===== src/hdl/bmprle8_pkg.sv =====
package bmprle8_pkg;

  localparam int MAX_WIDTH_DEF  = 4096;
  localparam int MAX_HEIGHT_DEF = 4096;

  localparam int CFG_DATA_W  = 13;
  localparam int CFG_INDEX_W = 1;

  localparam int DATA_BYTE_W = 8;
  localparam int PIXEL_X_W   = 12;
  localparam int PIXEL_Y_W   = 12;
  localparam int RUN_LEN_W   = 8;
  localparam int COLOR_W     = 8;

  localparam logic [DATA_BYTE_W-1:0] ESC_END_OF_LINE    = 8'd0;
  localparam logic [DATA_BYTE_W-1:0] ESC_END_OF_PICTURE = 8'd1;
  localparam logic [DATA_BYTE_W-1:0] ESC_DELTA          = 8'd2;
  localparam logic [DATA_BYTE_W-1:0] COUNT_ESCAPE       = 8'd0;

  typedef enum logic [CFG_INDEX_W-1:0] {
    CFG_IMAGE_WIDTH  = 1'b0,
    CFG_IMAGE_HEIGHT = 1'b1
  } cfg_reg_t;

  typedef enum logic [2:0] {
    PH_COUNT   = 3'd0,
    PH_INDEX   = 3'd1,
    PH_ESCAPE  = 3'd2,
    PH_DX      = 3'd3,
    PH_DY      = 3'd4,
    PH_LITERAL = 3'd5,
    PH_PAD     = 3'd6
  } phase_t;

  typedef struct packed {
    logic [DATA_BYTE_W-1:0] data_byte;
    logic                   frame_start;
  } in_item_t;

  typedef struct packed {
    logic [PIXEL_X_W-1:0] pixel_x;
    logic [PIXEL_Y_W-1:0] pixel_y;
    logic [RUN_LEN_W-1:0] run_length;
    logic [COLOR_W-1:0]   color_index;
    logic                 picture_done;
  } out_item_t;

endpackage


===== src/hdl/bmp_rle8_run_decoder_unit.sv =====
// RLE8 bitmap stream decoder. Takes one compressed byte per cycle while
// in_stall is low: each accepted byte is decoded in the cycle it is taken,
// using the phase, column and row registers, and its run (if any) is
// registered into the output register, or into the one-entry skid stage
// behind it when the output is stalled, so input keeps flowing while a
// result waits; in_stall rises only when both the output register and the
// skid stage hold results. At most one result per byte; end of picture or
// row underflow gives a zero-length result with picture_done set, after
// which bytes are dropped until frame_start. Width and height writes belong
// to idle periods; height takes effect at the next frame_start.
module bmp_rle8_run_decoder_unit #(
  parameter int MAX_WIDTH  = bmprle8_pkg::MAX_WIDTH_DEF,
  parameter int MAX_HEIGHT = bmprle8_pkg::MAX_HEIGHT_DEF
) (
  input  logic                                clk,
  input  logic                                rst,
  input  logic                                in_valid,
  output logic                                in_stall,
  input  bmprle8_pkg::in_item_t               in_data,
  output logic                                out_valid,
  input  logic                                out_stall,
  output bmprle8_pkg::out_item_t              out_data,
  input  logic                                cfg_write_en,
  input  logic [bmprle8_pkg::CFG_INDEX_W-1:0] cfg_index,
  input  logic [bmprle8_pkg::CFG_DATA_W-1:0]  cfg_data
);

  localparam int COL_W = $clog2(MAX_WIDTH + 1);
  localparam int ROW_W = $clog2(MAX_HEIGHT);
  localparam int LW    = (COL_W > 8) ? COL_W : 8;
  localparam int SW    = LW + 1;
  localparam int RW    = (ROW_W > 8) ? ROW_W : 8;
  localparam int CW    = bmprle8_pkg::CFG_DATA_W;

  logic [CW-1:0] frame_width;
  logic [CW-1:0] frame_height;

  bmprle8_pkg::phase_t phase, phase_next, cur_phase;
  logic [COL_W-1:0] column, column_next, cur_column;
  logic [ROW_W-1:0] row, row_next, cur_row, start_row;
  logic [7:0]       pending_count, pending_count_next, cur_pending;
  logic [7:0]       literal_left, literal_left_next, cur_literal;
  logic             pad_pending, pad_pending_next, cur_pad;
  logic             finished, finished_next, cur_finished;

  logic [COL_W-1:0] eff_width;
  logic [7:0]       add_n;
  logic [SW-1:0]    col_sum;
  logic [COL_W-1:0] col_adv;
  logic [LW-1:0]    room;
  logic [LW-1:0]    run_len;
  logic [7:0]       lit_dec;
  logic [7:0]       b;

  logic                   accept;
  logic                   res_valid;
  bmprle8_pkg::out_item_t res;

  logic                   skid_valid;
  bmprle8_pkg::out_item_t skid_data;

  assign b      = in_data.data_byte;
  assign accept = in_valid && !in_stall;

  always_ff @(posedge clk) begin
    if (rst) begin
      frame_width  <= CW'(1);
      frame_height <= CW'(1);
    end else if (cfg_write_en) begin
      if (cfg_index == bmprle8_pkg::CFG_IMAGE_WIDTH) begin
        frame_width <= cfg_data;
      end else if (cfg_index == bmprle8_pkg::CFG_IMAGE_HEIGHT) begin
        frame_height <= cfg_data;
      end
    end
  end

  always_comb begin
    if (32'(frame_width) > 32'(MAX_WIDTH)) begin
      eff_width = COL_W'(MAX_WIDTH);
    end else begin
      eff_width = COL_W'(frame_width);
    end
    if (frame_height == '0) begin
      start_row = '0;
    end else if (32'(frame_height) > 32'(MAX_HEIGHT)) begin
      start_row = ROW_W'(MAX_HEIGHT - 1);
    end else begin
      start_row = ROW_W'(frame_height - CW'(1));
    end
  end

  // frame_start restarts position before the byte is decoded
  always_comb begin
    if (in_data.frame_start) begin
      cur_phase    = bmprle8_pkg::PH_COUNT;
      cur_column   = '0;
      cur_row      = start_row;
      cur_pending  = '0;
      cur_literal  = '0;
      cur_pad      = 1'b0;
      cur_finished = 1'b0;
    end else begin
      cur_phase    = phase;
      cur_column   = column;
      cur_row      = row;
      cur_pending  = pending_count;
      cur_literal  = literal_left;
      cur_pad      = pad_pending;
      cur_finished = finished;
    end
  end

  always_comb begin
    case (cur_phase)
      bmprle8_pkg::PH_INDEX:   add_n = cur_pending;
      bmprle8_pkg::PH_LITERAL: add_n = 8'd1;
      default:                 add_n = b;
    endcase
    col_sum = SW'(cur_column) + SW'(add_n);
    if (col_sum > SW'(MAX_WIDTH)) begin
      col_adv = COL_W'(MAX_WIDTH);
    end else begin
      col_adv = COL_W'(col_sum);
    end
    room = LW'(eff_width) - LW'(cur_column);
    if (LW'(cur_pending) > room) begin
      run_len = room;
    end else begin
      run_len = LW'(cur_pending);
    end
    lit_dec = cur_literal - 8'd1;
  end

  // next state
  always_comb begin
    phase_next         = cur_phase;
    column_next        = cur_column;
    row_next           = cur_row;
    pending_count_next = cur_pending;
    literal_left_next  = cur_literal;
    pad_pending_next   = cur_pad;
    finished_next      = cur_finished;
    if (!cur_finished) begin
      case (cur_phase)
        bmprle8_pkg::PH_INDEX: begin
          column_next = col_adv;
          phase_next  = bmprle8_pkg::PH_COUNT;
        end
        bmprle8_pkg::PH_ESCAPE: begin
          if (b == bmprle8_pkg::ESC_END_OF_LINE) begin
            column_next = '0;
            phase_next  = bmprle8_pkg::PH_COUNT;
            if (cur_row == '0) begin
              finished_next = 1'b1;
            end else begin
              row_next = cur_row - ROW_W'(1);
            end
          end else if (b == bmprle8_pkg::ESC_END_OF_PICTURE) begin
            finished_next = 1'b1;
            phase_next    = bmprle8_pkg::PH_COUNT;
          end else if (b == bmprle8_pkg::ESC_DELTA) begin
            phase_next = bmprle8_pkg::PH_DX;
          end else begin
            literal_left_next = b;
            pad_pending_next  = b[0];
            phase_next        = bmprle8_pkg::PH_LITERAL;
          end
        end
        bmprle8_pkg::PH_DX: begin
          column_next = col_adv;
          phase_next  = bmprle8_pkg::PH_DY;
        end
        bmprle8_pkg::PH_DY: begin
          phase_next = bmprle8_pkg::PH_COUNT;
          if (RW'(b) > RW'(cur_row)) begin
            finished_next = 1'b1;
          end else begin
            row_next = cur_row - ROW_W'(b);
          end
        end
        bmprle8_pkg::PH_LITERAL: begin
          column_next       = col_adv;
          literal_left_next = lit_dec;
          if (lit_dec == '0) begin
            phase_next = cur_pad ? bmprle8_pkg::PH_PAD : bmprle8_pkg::PH_COUNT;
          end
        end
        bmprle8_pkg::PH_PAD: begin
          pad_pending_next = 1'b0;
          phase_next       = bmprle8_pkg::PH_COUNT;
        end
        default: begin
          if (b == bmprle8_pkg::COUNT_ESCAPE) begin
            phase_next = bmprle8_pkg::PH_ESCAPE;
          end else begin
            pending_count_next = b;
            phase_next         = bmprle8_pkg::PH_INDEX;
          end
        end
      endcase
    end
  end

  // result of this byte
  always_comb begin
    res_valid        = 1'b0;
    res.pixel_x      = bmprle8_pkg::PIXEL_X_W'(cur_column);
    res.pixel_y      = bmprle8_pkg::PIXEL_Y_W'(cur_row);
    res.run_length   = '0;
    res.color_index  = b;
    res.picture_done = 1'b0;
    if (!cur_finished) begin
      case (cur_phase)
        bmprle8_pkg::PH_INDEX: begin
          res.run_length = 8'(run_len);
          res_valid      = (cur_column < eff_width) && (run_len != '0);
        end
        bmprle8_pkg::PH_LITERAL: begin
          res.run_length = 8'd1;
          res_valid      = cur_column < eff_width;
        end
        default: begin
          res_valid = finished_next;
        end
      endcase
      if (finished_next) begin
        res.pixel_x      = '0;
        res.pixel_y      = '0;
        res.run_length   = '0;
        res.color_index  = '0;
        res.picture_done = 1'b1;
      end
    end
  end

  always_ff @(posedge clk) begin
    if (rst) begin
      phase         <= bmprle8_pkg::PH_COUNT;
      column        <= '0;
      row           <= '0;
      pending_count <= '0;
      literal_left  <= '0;
      pad_pending   <= 1'b0;
      finished      <= 1'b0;
    end else if (accept) begin
      phase         <= phase_next;
      column        <= column_next;
      row           <= row_next;
      pending_count <= pending_count_next;
      literal_left  <= literal_left_next;
      pad_pending   <= pad_pending_next;
      finished      <= finished_next;
    end
  end

  // output register plus skid stage
  assign in_stall = skid_valid;

  always_ff @(posedge clk) begin
    if (rst) begin
      out_valid  <= 1'b0;
      skid_valid <= 1'b0;
    end else if (out_valid && out_stall) begin
      if (accept && res_valid) begin
        skid_valid <= 1'b1;
      end
    end else if (skid_valid) begin
      out_valid  <= 1'b1;
      skid_valid <= 1'b0;
    end else begin
      out_valid <= accept && res_valid;
    end
  end

  always_ff @(posedge clk) begin
    if (out_valid && out_stall) begin
      if (accept && res_valid) begin
        skid_data <= res;
      end
    end else if (skid_valid) begin
      out_data <= skid_data;
    end else if (accept && res_valid) begin
      out_data <= res;
    end
  end

  a_skid_needs_out: assert property (@(posedge clk) disable iff (rst)
    skid_valid |-> out_valid)
    else $error("skid stage holds a result while output register is empty");

  a_done_is_blank: assert property (@(posedge clk) disable iff (rst)
    (out_valid && out_data.picture_done) |->
      (out_data.run_length == '0 && out_data.pixel_x == '0 && out_data.pixel_y == '0))
    else $error("end result carries a run");

  a_run_nonzero: assert property (@(posedge clk) disable iff (rst)
    (out_valid && !out_data.picture_done) |-> (out_data.run_length != '0))
    else $error("empty run delivered");

  a_column_bound: assert property (@(posedge clk) disable iff (rst)
    32'(column) <= 32'(MAX_WIDTH))
    else $error("column beyond saturation limit");

endmodule

===== config.mk =====
export PLATFORM = sky130hd
export DESIGN_NAME = bmp_rle8_run_decoder_unit
export DESIGN_NICKNAME = d
export VERILOG_FILES = /design/src/hdl/bmprle8_pkg.sv /design/src/hdl/bmp_rle8_run_decoder_unit.sv
export SDC_FILE = /design/constraint.sdc
export NUM_CORES = 1
export LEC_CHECK = 0
export BUFFER_PORTS_ARGS = -buffer_cell sky130_fd_sc_hd__clkbuf_2
export CORE_MARGIN = 4
export CORE_UTILIZATION = 58
export CTS_CLUSTER_SIZE = 12
export DETAILED_ROUTE_END_ITERATION = 12
export PLACE_DENSITY = 0.78
export SYNTH_ARGS = -nofsm -noshare
export SYNTH_HDL_FRONTEND = slang
export SYNTH_SLANG_ARGS = --single-unit

===== constraint.sdc =====
create_clock -name clk -period 13.1 [get_ports clk]
set_input_delay 2.62 -clock clk [delete_from_list [all_inputs] [get_ports clk]]
set_output_delay 2.62 -clock clk [all_outputs]
set_load 0.005 [all_outputs]

; ---- After elaboration in Yosys (flattened, before gate mapping)
; Cells that the tools add are included.
[totals]
ff_bits = 156
word_cells = 118
[classes]
addsub = 6
n_lt_le_gt_ge = 6
n_eq_ne = 8
mux = 56
bitwise = 2
reduce_logical = 19
[op_table]
columns = cell, count
row1 = $mux 41, 4
row2 = $mux 12, 7
row3 = $mux 13, 6
row4 = $mux 8, 9
row5 = $pmux 8 s2, 3
row6 = $gt 13x13->1 const B, 2
row7 = $pmux 13 s2, 1
row8 = $pmux 12 s2, 1
row9 = $sub 12x1->12 const B, 2
row10 = $mux 3, 7
row11 = $logic_not 8->1, 2
row12 = $add 13x8->14, 1
row13 = $gt 14x13->1 const B, 1
row14 = $gt 8x13->1, 1
row15 = $logic_not 13->1, 1
row16 = $lt 13x13->1, 1
row17 = $mux 1, 13
row18 = $reduce_bool 13->1, 1
row19 = $sub 13x13->13, 1
row20 = $gt 8x12->1, 1
row21 = $logic_not 12->1, 1
row22 = $pmux 3 s4, 1
row23 = $sub 12x8->12, 1
row24 = $eq 3x3->1 const B, 3
row25 = other kinds (15), 26

; ---- Depth between registers and ports, before layout
; Gate-level depths: netlist of the first run.
[logic_depth]
ltp_word = 14
ltp_mapped = 24

; ---- Worst setup path before layout of the first run
; Ideal clock, no wire load.
[synth_path]
path_kind = input to register
start = input in_data[0] in the netlist's numbering
end = register out_data[0] in the netlist's numbering (enable)
setup_time_ps = 501
t_arrival_ps = 10516
slack_ps = 2083
cell_stages = 23
path_cell_list = clkbuf_1 inv_1 clkbuf_1 buf_1 clkbuf_1 buf_1 nand2_1 ha_1 nor2b_1 o21ai_1 nand2_1 a21o_1 a21oi_1 xor2_1 ha_1 and3_1 nand3_1 o221ai_1 a211o_1 a211o_1 nor4_4 mux2i_1 o31ai_1
[synth_between]
elab_chain_cells = 11
word_cells_on_any_way = 27
[synth_lines]
columns = element, line
row1 = start: declaration, bmp_rle8_run_decoder_unit.sv:19  ; input bmprle8_pkg::in_item_t in_data,
row2 = $mux 13 or $mux 12 (tied branches), bmp_rle8_run_decoder_unit.sv:95  ; if (in_data.frame_start) begin
row3 = $sub 13x13->13 or $logic_not 12->1 (tied branches), "bmp_rle8_run_decoder_unit.sv:126, bmp_rle8_run_decoder_unit.sv:154"
row4 = $gt 8x13->1 or $mux 1 (tied branches), "bmp_rle8_run_decoder_unit.sv:127, bmp_rle8_run_decoder_unit.sv:154"
row5 = $mux 13 or $mux 1 (tied branches), "bmp_rle8_run_decoder_unit.sv:127, bmp_rle8_run_decoder_unit.sv:151"
row6 = $reduce_bool 13->1 or $pmux 1 s2 (tied branches), "bmp_rle8_run_decoder_unit.sv:217, bmp_rle8_run_decoder_unit.sv:145"
row7 = $logic_and 1x1->1 or $mux 1 (tied branches), "bmp_rle8_run_decoder_unit.sv:217, bmp_rle8_run_decoder_unit.sv:144"
row8 = $pmux 1 s2, bmp_rle8_run_decoder_unit.sv:214  ; case (cur_phase)
row9 = $mux 1 *, bmp_rle8_run_decoder_unit.sv:213  ; if (!cur_finished) begin
row10 = $logic_and 1x1->1 *, bmp_rle8_run_decoder_unit.sv:283  ; end else if (accept && res_valid) begin
row11 = $reduce_bool 2->1 (no line) *, -
row12 = $reduce_and 2->1 (no line) *, -
row13 = end signal: assignment, bmp_rle8_run_decoder_unit.sv:282  ; out_data <= skid_data;
row14 = end signal: assignment, bmp_rle8_run_decoder_unit.sv:284  ; out_data <= res;
row15 = end: declaration, bmp_rle8_run_decoder_unit.sv:22  ; output bmprle8_pkg::out_item_t out_data,
; Every way passes the cells marked *; elsewhere a longest branch is shown, timed or not.
; A chain may end at the register's enable or synchronous reset.

; ---- Worst setup path after layout of the first run
[layout_path]
start = input in_data[0] in the netlist's numbering
end = register out_data[5] in the netlist's numbering (enable)
; Same word-level chain as after synthesis.

==> metrics.txt, run 1 <==
status completed; # fillers 1436; Clk pwr share 39.1%; Combinational Power Share about a fifth; first-pass GRT wire length roughly 46000 um; Synth Instances between 1000 and 1500; DP HPWL 20500 um; antenna violation net count after detailed routing 0; worst-case clock skew 9.88 ps; Hold Path Stages 2; most frequent cells in the layout nand2_1 (163), nor2_1 (147), edfxtp_1 (82), dfxtp_1 (73), a21oi_1 (72); drt pass-1 iters 5; Core Rows 48; Reg2Reg Depth 18; Flop pwr share about two fifths; commonest non-fill, non-tap cell in the layout nand2_1; cell taking the most area after synthesis edfxtp_1; Worst Path Required approximately 13000 ps; Cell Int Power 893 uW; PwrDens between 100 and 150 mW/mm^2; RSZ-0062 raised after global routing no; clock latency on the worst-skew pair 440 ps; PortBufs 70; Post-synth EDFFs between 80 and 90; VDD IR-drop max roughly 0.097 mV; synth top area cells edfxtp_1 (24%), dfxtp_1 (14%), nand2_1 (6.0%); NetSw 404 uW; die height 141 um; Setup TNS 0 ps; Clock Tree Root clkbuf_16; clk buf depth 2; crit path to out_data[5]; ys flop type edfxtp_1; asr flop ratio synth 0%; Post-CTS Resized 0; Switching Share 31.2%; Inserted Clock Buffers 17; yosys synthesis warning count 0; Startpoint Class input pin; vias in the first global route 8772; Die ar. roughly 0.02 sq mm; largest net degree at the start of global routing 86; sequential share of the synthesized area about two fifths; Final Non-Filler Cells 1466; f_max 124 MHz; die width 141 um; Yosys reg bits about 160; Fin. Hold Viols 0; setup bufs post-CTS 0; total grt overflow 0; Area growth syn-to-layout 10.2%; crit share post-route 61.4%; Routed Wire Length between 20000 and 30000 um; TritonCTS clock tree built; max cap viols 0; hold-fix buffers at CTS 0; reg2reg setup slack 7100 ps; Post-Syn Nets 1273; GRT Total Usage ~29%; share of cells above drive strength 1 12.1%; DR WL/cell roughly 20 um; reg2reg start frame_height[0]; CP startpoint in_data[0]; Core Box Area 0.0173 sq mm; max-slew violation count 0; initial antenna violation count 0; mapped cell area 0.0102 sq mm; Worst Path Class, Setup in -> reg; area fraction of the dominant cell type after synthesis 24.0%; min Tclk post-route 8040 ps; # setup viols final 0; clock slew at reported path FFs 70 ps; clk sink count roughly 160; Final nets 1301; worst-margin pin slew 1040 ps; syn_area_per_cell 8.53 sq um; via count 9535; antenna diode count 0; initial DRC count roughly 1100; DRC Markers 0; Hold Crit Class reg -> reg; Storage cell area roughly 0.004 sq mm; hold path start frame_width[9]; Starting Density 59.2%; Arr. time, crit path just over 8000 ps; Pleak 0.00433 uW; number of vias per cell roughly 6.5; htree depth 4; Multi-input gate area 0.00581 sq mm; FF-to-FF End out_data[5]; Worst slew margin 30.6%; GPL Wtd Cong 1.00; num ports 71; CP Capture Type register; crit path max fanout 48; dpl cells 1434; library cells used by synthesis 85
[how the worst min path moves through the flow]
stage / to / slack [ps]
2_1_floorplan: frame_width[10] / 430
3_3_place_gp: frame_width[3] / 440
3_5_place_dp: frame_width[9] / 440
4_1_cts: frame_width[9] / 450
5_1_grt: frame_width[9] / 480
6_report: frame_width[9] / 450
[metal layers]
layer	vias to the layer above	track usage, %	share of wire (%)
met5	-	0	0
met4	0	8.41	1.8
met3	53	5.22	9.4
met2	524	44.1	45
met1	4459	42.3	44
li1	4499	-	-
[flip-flops by register name, summed over array words and instances, names as in the netlist]
register and count:
out_data 41, skid_data 41, column 13, frame_height 13, frame_width 13, row 12, literal_left 8, pending_count 8
phase 3, finished 1, in_stall 1, out_valid 1, pad_pending 1
[power by group through the flow]
stage / registers [uW] / clock network (uW) / logic [uW]
CTS: 544 / 509 / 239
floorplan: 549 / 0 / 180
finish: 545 / 507 / 245
global route: 546 / 534 / 269
detailed placement: 555 / 0 / 237
global placement: 554 / 0 / 233
[stage by stage]
step | util, % | area, sq um | setup WS [ps] | hold slack [ps] | total power [uW]
after floorplan | - | 10200 | 2080 | 432 | 729
after global placement | 61.8 | 10700 | 4880 | 439 | 788
after detailed placement | 61.8 | 10700 | 4680 | 442 | 792
after CTS | 65.2 | 11300 | 5110 | 452 | 1290
after global routing | 65.2 | 11300 | 4690 | 477 | 1350
final | 65.2 | 11300 | 5060 | 451 | 1300
[worst max-delay path: stages]
cell,delay [ps]
clkbuf_2,80
buf_4,440
inv_1,220
nand2_1,200
inv_1,100
ha_1,240
fa_1,400
nor2b_1,130
o21ai_1,80
nand2_1,110
xor2_1,260
inv_1,80
ha_1,290
nand3_1,110
o21bai_1,160
a21boi_0,160
o21ai_0,110
a211o_1,290
a211o_1,290
nor4_4,640
mux2i_1,320
o31ai_4,230
buf_4,470
[final cells by class]
class | count | area share, %
Multi-Input combinational cell | 916 | 51.5
Sequential cell | 156 | 35.0
Timing Repair Buffer | 82 | 3.90
Clock buffer | 17 | 3.77
Tap cell | 225 | 2.49
Inverter | 55 | 1.83
Clock inverter | 15 | 1.55
[cells by family (layout without fill, tap and decap cells)]
kind of cell / after synthesis / after routing / synth area share (%)
AND/OR/NAND/NOR: 486 / 486 / 22.9
AO/OA/AOI/OAI: 338 / 338 / 23.4
flip-flops: 156 / 156 / 38.5
buffers and inverters: 128 / 169 / 5.03
adder cells (fa/ha/maj): 45 / 45 / 5.72
XOR/XNOR: 26 / 26 / 2.22
multiplexers: 21 / 21 / 2.13
[Yosys cell counts, drive strengths merged (5+ instances only)]
cell type and n:
nor3b 5, dfxtp 74, o21a 10, or3 9, a22oi 18, and2 8, o21ai 46, a211oi 10
nand2 164, nor4 15, nor2b 34, nor3 33, and3 5, a311oi 6, mux2 6, clkbuf 57
a31oi 19, inv 54, a221oi 10, ha 42, o31ai 56, a32oi 7, nor2 147, nand3 17
nand3b 6, or4 8, edfxtp 82, a211o 6, xor2 11, nand4 13, mux2i 15, nand2b 7
o21bai 7, xnor2 15, a21oi 73, o22ai 9, a21o 16, o41ai 7, buf 16
Note: power is estimated with default switching activity, not from simulation.
==> inputs of run 2 (changes only) <==
--- a/config.mk
+++ b/config.mk
@@ -5,12 +5,13 @@
 export SDC_FILE = /design/constraint.sdc
 export NUM_CORES = 1
 export LEC_CHECK = 0
+export ABC_AREA = 1
 export BUFFER_PORTS_ARGS = -buffer_cell sky130_fd_sc_hd__clkbuf_2
 export CORE_MARGIN = 4
-export CORE_UTILIZATION = 58
+export CORE_UTILIZATION = 56
 export CTS_CLUSTER_SIZE = 12
 export DETAILED_ROUTE_END_ITERATION = 12
-export PLACE_DENSITY = 0.78
+export PLACE_DENSITY = 0.79
 export SYNTH_ARGS = -nofsm -noshare
 export SYNTH_HDL_FRONTEND = slang
 export SYNTH_SLANG_ARGS = --single-unit
==> constraint.sdc (replaced) <==
create_clock -name clk -period 7.25 [get_ports clk]
set_input_delay 1.45 -clock clk [delete_from_list [all_inputs] [get_ports clk]]
set_output_delay 1.45 -clock clk [all_outputs]
set_load 0.005 [all_outputs]
==> run 2 against run 1 <==
  * Flip-flop and latch count is the same
  * Die area grew 4.1%
  * First-iteration DRC count shrank 3.3%
  * Sequential share of layout area shrank 0.49 points
  * Wire length grew 0.49%
  * Critical path type unchanged
  * Critical endpoint is now column[1]
  * Largest cell class unchanged
  * Largest power group unchanged
  * Highest routed layer unchanged
==> metrics.txt, run 2 <==
biggest regs out_data (41), skid_data (41); antenna diode count 0; largest net degree at the start of global routing 52; clock slew at reported path FFs 70 ps; vias in the first global route 9549; Fin. Hold Viols 0; asr flop ratio synth 0%; Power, Total around 2500 uW; first-pass GRT wire length 46600 um; DRC Markers 0; library cell with the highest instance count after synthesis nand2_1; max-slew violation count 0; Hold Crit Class reg -> reg; mapped cell area 0.0103 sq mm; clk buf depth 2; TritonCTS clock tree built; Core Rows approximately 50; RSZ-0062 raised after global routing no; library cells used by synthesis 52; Worst Path Required ~7600 ps; Post-CTS Resized 0; Clock Tree Root clkbuf_16; CP max stage delay approximately 640 ps; share of cells above drive strength 1 a little under a tenth; Worst Path Class, Setup in -> reg; status completed; sequential share of the synthesized area 38.2%; CP Capture Type register; number of vias per cell 5.69; Startpoint Class input pin; syn_area_per_cell between 7 and 8 sq um; Post-synth top cells nand2_1 (429), inv_1 (194), nor2_1 (159); min Tclk post-route 5950 ps; worst-margin pin slew 1150 ps; Inserted Clock Buffers 17; Worst slew margin between 20% and 30%; hold-fix buffers at CTS 0; clock latency on the worst-skew pair around 440 ps; commonest non-fill, non-tap cell in the layout nand2_1; Yosys reg bits roughly 160; worst-case clock skew 9.69 ps; initial DRC count approximately 1100; max cap viols 0; Arr. time, crit path 6310 ps; Post-synth EDFFs between 80 and 90; DR WL/cell 16.4 um; total grt overflow 0; GPL Wtd Cong 1.03; PwrDens approximately 220 mW/mm^2; Pleak 0.00549 uW; Starting Density 57.2%; Final nets 1594; f_max roughly 170 MHz; drt pass-1 iters 7; Setup TNS 0 ps; area fraction of the dominant cell type after synthesis 23.9%; Synth Instances 1471; VDD IR-drop max about 0.16 mV; clk sink count 156; setup bufs post-CTS 0; PortBufs 70; Top cell by count, worst path nand2_1; crit path max fanout 24; via count ~10000; cell taking the most area after synthesis edfxtp_1; GRT Total Usage 28.3%; crit share post-route 82.0%; htree depth 4; Core Box Area 0.0180 sq mm; Die ar. between 0.02 and 0.025 sq mm; die height between 100 and 150 um; antenna violation net count after detailed routing 0; Post-Syn Nets 1544; synth top area cells edfxtp_1 (24%), nand2_1 (16%), dfxtp_1 (14%); num ports ~70; # setup viols final 0; Area growth syn-to-layout 11.0%; initial antenna violation count 0; yosys synthesis warning count 0; Routed Wire Length ~29000 um; Critical-path top delay cell o21ai_1; most frequent cells in the layout nand2_1 (429), inv_1 (194), nor2_1 (158), a21oi_1 (109), o21ai_0 (96); die width 144 um; DP HPWL 20800 um; ys flop type edfxtp_1
run 2: cells by family (layout without fill, tap and decap cells):
group	after synthesis	count (layout)	share of synthesized area, %
simple gates	732	732	30.0
fa+ha+maj	45	45	5.68
xor+xnor	30	30	2.55
flops	156	156	38.2
buf+inv	248	311	9.50
compound gates	260	260	14.0
run 2: final cells by class:
type / count / area (sq um)
inverter: 200 / 752
fill: 1644 / 6580
clock inverter: 13 / 189
tap: 229 / 287
multi-input combinational: 1067 / 5410
sequential: 156 / 3950
timing repair buffer: 79 / 430
clock buffer: 19 / 433
run 2: worst paths after layout:
kind	start	endpoint	slack (ps)	depth (start not counted)
hold / removal	literal_left[0]	literal_left[0]	460	2
setup / recovery	in_data[0]	column[1]	1300	27
setup reg to reg	frame_width[4]	out_data[25]	1790	22
hold reg to reg	literal_left[0]	literal_left[0]	460	2
run 2: layer usage:
metal	part of all wire, %	routed length, um	global-route usage (%)
met5	0	0	0
met3	7.7	2210	4.49
met2	48	13700	47.8
met1	42	12000	36.3
met4	3.1	882	11.6
run 2: report_power, final:
group | switching, uW | leakage (uW) | internal [uW]
Sequential | 19.9 | 0.00136 | 967
Combinational | 356 | 0.00383 | 167
Clock | 387 | 0.000300 | 580
run 2: worst max-delay path: cells and delay by family:
kind	cells	cell delay, ps
and+or+nand+nor	15	1910
AOI/OAI and AO/OA	5	1610
adders and majority gates	2	720
buffers and inverters	5	600
run 2: metrics by stage:
stage / hold slack, ps / utilization, % / area [sq um] / worst slack, ps / instances
finish: 463 / 63.5 / 11400 / 1300 / 1763
global route: 494 / 63.5 / 11400 / 893 / 1763
CTS: 467 / 63.5 / 11400 / 1350 / 1763
detailed placement: 457 / 60.1 / 10800 / 943 / 1731
global placement: 452 / 60.1 / 10800 / 1070 / 1731
floorplan: 444 / - / 10300 / 57.6 / 1471
